===== src/rtl/remb_pkg.sv =====
// shared types and constants of the rgb emboss filter
`timescale 1ns / 1ps

package remb_pkg;

	localparam int MAX_WIDTH_DEF  = 4096;
	localparam int MAX_HEIGHT_DEF = 4096;
	localparam int MIN_DIM        = 3;

	localparam int DIM_W = 13;
	localparam logic [DIM_W-1:0] WIDTH_RESET  = 13'd640;
	localparam logic [DIM_W-1:0] HEIGHT_RESET = 13'd480;

	// luma in q8.16
	localparam int LUMA_W = 24;
	localparam logic [15:0] W_RED   = 16'd13933;
	localparam logic [15:0] W_GREEN = 16'd46871;
	localparam logic [15:0] W_BLUE  = 16'd4732;

	// kernel partial sums and signed total
	localparam int PART_W = LUMA_W + 2;
	localparam int SUM_W  = LUMA_W + 4;
	localparam logic signed [SUM_W-1:0] BIAS = SUM_W'(128 * 65536);

	typedef enum logic [0:0] {
		REG_IMAGE_WIDTH  = 1'b0,
		REG_IMAGE_HEIGHT = 1'b1
	} remb_reg_t;

	// one luma column entering the window
	typedef struct packed {
		logic [LUMA_W-1:0] up;
		logic [LUMA_W-1:0] mid;
		logic [LUMA_W-1:0] luma;
		logic              emit;
		logic              last;
	} remb_col_t;

endpackage


===== src/rtl/remb_kernel.sv =====
// 3x3 luma window, emboss kernel, bias, clamp and output register
`timescale 1ns / 1ps

module remb_kernel
	import remb_pkg::*;
(
	input  logic       clk,
	input  logic       arst_n,
	input  logic       col_valid,
	output logic       col_stall,
	input  remb_col_t  col,
	output logic       out_valid,
	input  logic       out_stall,
	output logic [7:0] emboss_value,
	output logic       frame_last
);

	logic [LUMA_W-1:0] win_q [9];
	logic              valid_s3, emit_s3, last_s3;
	logic              valid_s4, emit_s4, last_s4;
	logic [PART_W-1:0] pos_s4, neg_s4;
	logic              out_valid_q, last_q;
	logic [7:0]        value_q;

	logic                    s3_adv, s4_adv, out_adv;
	logic signed [SUM_W-1:0] total;
	logic [7:0]              clamped;

	assign out_adv   = !out_valid_q || !out_stall;
	assign s4_adv    = !valid_s4 || !emit_s4 || out_adv;
	assign s3_adv    = !valid_s3 || s4_adv;
	assign col_stall = !s3_adv;

	always_ff @(posedge clk or negedge arst_n) begin
		if (!arst_n) begin
			valid_s3    <= 1'b0;
			valid_s4    <= 1'b0;
			out_valid_q <= 1'b0;
		end else begin
			if (s3_adv) begin
				valid_s3 <= col_valid;
			end
			if (s4_adv) begin
				valid_s4 <= valid_s3;
			end
			if (out_adv) begin
				out_valid_q <= valid_s4 && emit_s4;
			end
		end
	end

	// window moves left, new column on the right
	always_ff @(posedge clk) begin
		if (col_valid && s3_adv) begin
			for (int k = 0; k < 3; k++) begin
				win_q[k*3+0] <= win_q[k*3+1];
				win_q[k*3+1] <= win_q[k*3+2];
			end
			win_q[2] <= col.up;
			win_q[5] <= col.mid;
			win_q[8] <= col.luma;
			emit_s3  <= col.emit;
			last_s3  <= col.last;
		end
	end

	always_ff @(posedge clk) begin
		if (valid_s3 && s4_adv) begin
			pos_s4  <= PART_W'(win_q[5]) + PART_W'(win_q[7]) + (PART_W'(win_q[8]) << 1);
			neg_s4  <= (PART_W'(win_q[0]) << 1) + PART_W'(win_q[1]) + PART_W'(win_q[3]);
			emit_s4 <= emit_s3;
			last_s4 <= last_s3;
		end
	end

	assign total = $signed(SUM_W'(pos_s4)) - $signed(SUM_W'(neg_s4)) + BIAS;

	// below zero gives 0, at or above 256.0 saturates, else the integer part
	always_comb begin
		if (total < 0) begin
			clamped = 8'd0;
		end else if (total[SUM_W-1:LUMA_W] != '0) begin
			clamped = 8'hff;
		end else begin
			clamped = total[LUMA_W-1:LUMA_W-8];
		end
	end

	always_ff @(posedge clk) begin
		if (out_adv && valid_s4 && emit_s4) begin
			value_q <= clamped;
			last_q  <= last_s4;
		end
	end

	assign out_valid    = out_valid_q;
	assign emboss_value = value_q;
	assign frame_last   = last_q;

endmodule


===== config.mk =====
export PLATFORM = sky130hd
export DESIGN_NAME = remb_kernel
export DESIGN_NICKNAME = d
export VERILOG_FILES = /design/src/rtl/remb_pkg.sv /design/src/rtl/remb_kernel.sv
export SDC_FILE = /design/constraint.sdc
export NUM_CORES = 1
export LEC_CHECK = 0
export BUFFER_PORTS_ARGS = -buffer_cell sky130_fd_sc_hd__buf_2
export CAP_MARGIN = 10
export CORE_MARGIN = 3
export CORE_UTILIZATION = 27
export CTS_CLUSTER_DIAMETER = 50
export DETAILED_ROUTE_END_ITERATION = 10
export PLACE_DENSITY_LB_ADDON = 0.05
export RECOVER_POWER = 50
export SYNTH_ARGS = -nofsm -noshare
export SYNTH_HDL_FRONTEND = slang
export SYNTH_SLANG_ARGS = --single-unit

===== constraint.sdc =====
create_clock -name clk -period 7.65 [get_ports clk]
set_input_delay 0.3825 -clock clk [delete_from_list [all_inputs] [get_ports clk]]
set_output_delay 0.3825 -clock clk [all_outputs]
set_load 0.005 [all_outputs]

==> key figures <==
Route
  • Residual DRC: 0
  • Drt first pass iters: 4
  • Final ANT Viol Nets: 0
  • Final wirelength: 24.68 mm
  • DRT iter0 DRCs: 282
  • Via/cell ratio: 4.295
  • Vias: 6910
  • DR WL/cell: 15.34 µm

STA
  • Slew at the pin closest to its max-slew limit: 3097 ps
  • Setup Viol. Count Final: 0
  • Endpoints failing hold: 0
  • Fin crit share: 0.5422
  • PnR worst setup slack: 3502 ps
  • Fmax: 0.2411 GHz
  • Min cycle time layout: 4148 ps
  • Worst Clk Skew: 26.86 ps
  • RSZ-0062 raised after global routing: false
  • Slew Limit Fails: 87
  • Setup_tns: 0 ps
  • Worst rel slew slack: -1.065

Synthesis
  • Largest area contributor in the netlist: edfxtp_1
  • Synth Area per Inst: 15.44 µm²
  • Cells after synthesis: 788
  • Yosys top cell area share: 0.6345
  • Synth warnings: 0
  • Cell Area, Synth: 12160 µm²
  • Ranking of synthesized cells by area: edfxtp_1 63%, fa_1 7.9%, ha_1 7.8%
  • Mapped Nets: 990
  • Post-synthesis sequential area ratio: 0.6407
  • FFs w/ async S/R, synth: 0.01154
  • EDFF count, synth: 257
  • Top_reg_cell synth: edfxtp_1
  • Number of synthesized register bits: 260
  • Cell variety after synth: 65

Cells and area
  • N_diodes: 0
  • Fillers: 4380
  • Layout cell share with drive strength beyond 1: 0.1514
  • Layout Nets: 1189
  • Layout area overhead: 26.42%

Placement
  • Post-place setup slack: 3385 ps
  • PortBufs: 88
  • Hpwl dp: 17.53 mm
  • GP Congestion: 0.7285

Die
  • Die Span Y: 218.2 µm
  • Core region area: 44320 µm²
  • Row cnt: 77
  • Initial core utilization: 0.2744
  • Die width: 218.2 µm
  • I/O Pins: 89
  • Full die area: 47630 µm²

Global routing
  • Grt ovf: 0
  • Gr usage total: 0.1079
  • Vias in the first global route: 7309
  • Antenna violations before repair: 0
  • Global-route wire length before repair: 40.25 mm
  • Largest net degree at the start of global routing: 68

Setup path
  • Max incr delay on CP: 1490 ps
  • Worst Path Arrival: 4300 ps
  • Buffers & Inverters on Critical Path: 2
  • Slowest cell on the critical path: and2_0
  • Startpoint type of the worst setup path: flip-flop
  • Required @ worst endpoint: 7800 ps
  • Top delay family on crit path: simple AND/OR/NAND/NOR gates
  • Flop2flop setup slack: 3500 ps
  • Kind of critical path: flip-flop to flip-flop
  • Critical path endpoint category: flip-flop
  • Crit Path Max Fanout: 67
  • Cells along the critical path: nand2_1 -> nor2_1 -> nand2_1 -> and2_0 -> buf_4 -> buf_4

Min path
  • Type of the tightest min-delay check: input pin to flip-flop

Power
  • Worst VDD drop: 0.1380 mV
  • LEAKAGE: 5.891 nW
  • Pwr dens: 326.3 nW/µm²

Clock tree
  • Worst skew pair latency: 550 ps
  • Cts bufs inserted: 40
  • CTS tree: built
  • H-tree Lvls: 2
  • Post_cts resized: 0
  • Clock Sink Count: 260
  • CTS max path bufs: 3
  • Root buffer cell: clkbuf_16
  • CTS Hold Bufs: 68
  • Clock-pin slew of the registers on the worst-case setup and hold paths: 50 ps
  • Postcts setup bufs: 0

Job
  • MaxCap Viol Count: 2

Run status
  • Failing checks: max-capacitance violations, max-slew violations
  • Outcome: finished, violations left
## layout by cell type (no fill, tap or decap), types with 3 or more instances in the layout
| cell | synthesis | layout |
|---|---|---|
| bufinv_16 | 0 | 6 |
| inv_6 | 0 | 5 |
| nor2b_1 | 7 | 7 |
| o31ai_1 | 4 | 4 |
| nand2_1 | 31 | 31 |
| a211oi_1 | 6 | 6 |
| o21bai_1 | 8 | 8 |
| xnor2_1 | 32 | 32 |
| a211o_1 | 3 | 3 |
| nand3_1 | 10 | 10 |
| o21a_1 | 6 | 6 |
| or3_1 | 5 | 5 |
| buf_2 | 1 | 70 |
| clkbuf_16 | 0 | 41 |
| inv_1 | 54 | 54 |
| xor2_1 | 13 | 13 |
| nor3_1 | 10 | 10 |
| a31oi_1 | 8 | 8 |
| nand2b_1 | 5 | 5 |
| dlygate4sd3_1 | 0 | 68 |
| nand4_1 | 5 | 5 |
| edfxtp_1 | 257 | 257 |
| buf_4 | 0 | 3 |
| o21ai_0 | 24 | 24 |
| a21oi_1 | 47 | 47 |
| ha_1 | 76 | 76 |
| a221oi_1 | 5 | 5 |
| clkbuf_1 | 2 | 27 |
| a21o_1 | 22 | 22 |
| mux2i_1 | 4 | 4 |
| o211ai_1 | 3 | 3 |
| fa_1 | 48 | 48 |
| o31a_1 | 3 | 3 |
| nor2_1 | 33 | 33 |
| and3_1 | 6 | 6 |
| dfrtp_1 | 3 | 3 |
| clkinvlp_4 | 0 | 4 |
| clkinv_1 | 0 | 3 |
## routing by layer
layer | GRT usage | wire (µm) | up-vias
li1 | - | - | 3392
met1 | 0.1550 | 12190 | 3347
met2 | 0.1578 | 10720 | 125
met3 | 0.02280 | 1054 | 46
met4 | 0.04544 | 717 | 0
met5 | 0 | 0 | -
## cell usage after synthesis, types with 8 or more instances
master,instances
edfxtp_1,257
xnor2_1,32
nand3_1,10
a21o_1,22
o21bai_1,8
a31oi_1,8
xor2_1,13
inv_1,54
ha_1,76
nor3_1,10
nor2_1,33
a21oi_1,47
nand2_1,31
o21ai_0,24
fa_1,48
## cells by family (layout without fill, tap and decap cells)
logic type / count (synthesis) / in the layout / share of synthesized area
DFF: 260 / 260 / 0.6407
AOI/OAI and AO/OA: 172 / 172 / 0.09763
and+or+nand+nor: 125 / 125 / 0.05000
adders and majority gates: 124 / 124 / 0.1572
buffers and inverters: 57 / 286 / 0.01769
xor gates and xnor gates: 45 / 45 / 0.03240
muxes: 5 / 5 / 0.004423
## registers in the layout, indices dropped and copies added, names as in the netlist
signal        count
win_q           192
neg_s4           26
pos_s4           26
emboss_value      8
emit_s3           1
emit_s4           1
frame_last        1
last_s3           1
last_s4           1
out_valid         1
valid_s3          1
valid_s4          1
## where the power goes
part	leakage (nW)	internal [mW]	switching, mW
registers	2.54	1.81	0.0674
clock network	0.648	1.20	0.657
logic	2.70	0.547	0.737
## worst paths after layout
check,to,from,cells after the start
max in group asynchronous,out_valid$_DFFE_PN0P_,arst_n,2
worst max register to register,win_q[0][12]$_DFFE_PP_,emit_s4$_DFFE_PP_,6
worst min register to register,win_q[0][38]$_DFFE_PP_,win_q[0][62]$_DFFE_PP_,0
worst min-delay path,win_q[0][136]$_DFFE_PP_,col[42],1
min in group asynchronous,valid_s3$_DFFE_PN0N_,arst_n,2
worst max-delay path,win_q[0][12]$_DFFE_PP_,emit_s4$_DFFE_PP_,6
## area by class of cell
cell class	instances	area (µm²)	area share
timing repair buffer	160	1126	0.07324
multi-input combinational	471	4156	0.2703
inverter	54	202.7	0.01318
clock inverter	21	284.0	0.01847
tap	592	740.7	0.04817
clock buffer	51	1074	0.06982
sequential	260	7792	0.5068
## worst reg2reg max path, cell delays in order, from the launching register on
cell and delay, ps:
edfxtp_1 390, nand2_1 110, nor2_1 60, nand2_1 100, and2_0 1490, buf_4 770
buf_4 810
## stage by stage
stage | utilization | std cells | cell area, µm² | hold WS, ps | power (mW)
3_5_place_dp | 0.3016 | 1469 | 13370 | 183.0 | 3.186
4_1_cts | 0.3476 | 1609 | 15400 | 7.039 | 5.129
3_3_place_gp | 0.3016 | 1469 | 13370 | 183.8 | 3.196
5_1_grt | 0.3470 | 1609 | 15380 | 16.14 | 5.367
2_1_floorplan | - | 788 | 12160 | 86.91 | 2.835
6_report | 0.3470 | 1609 | 15380 | 45.06 | 5.016
Power figures use the tool's default switching activity.
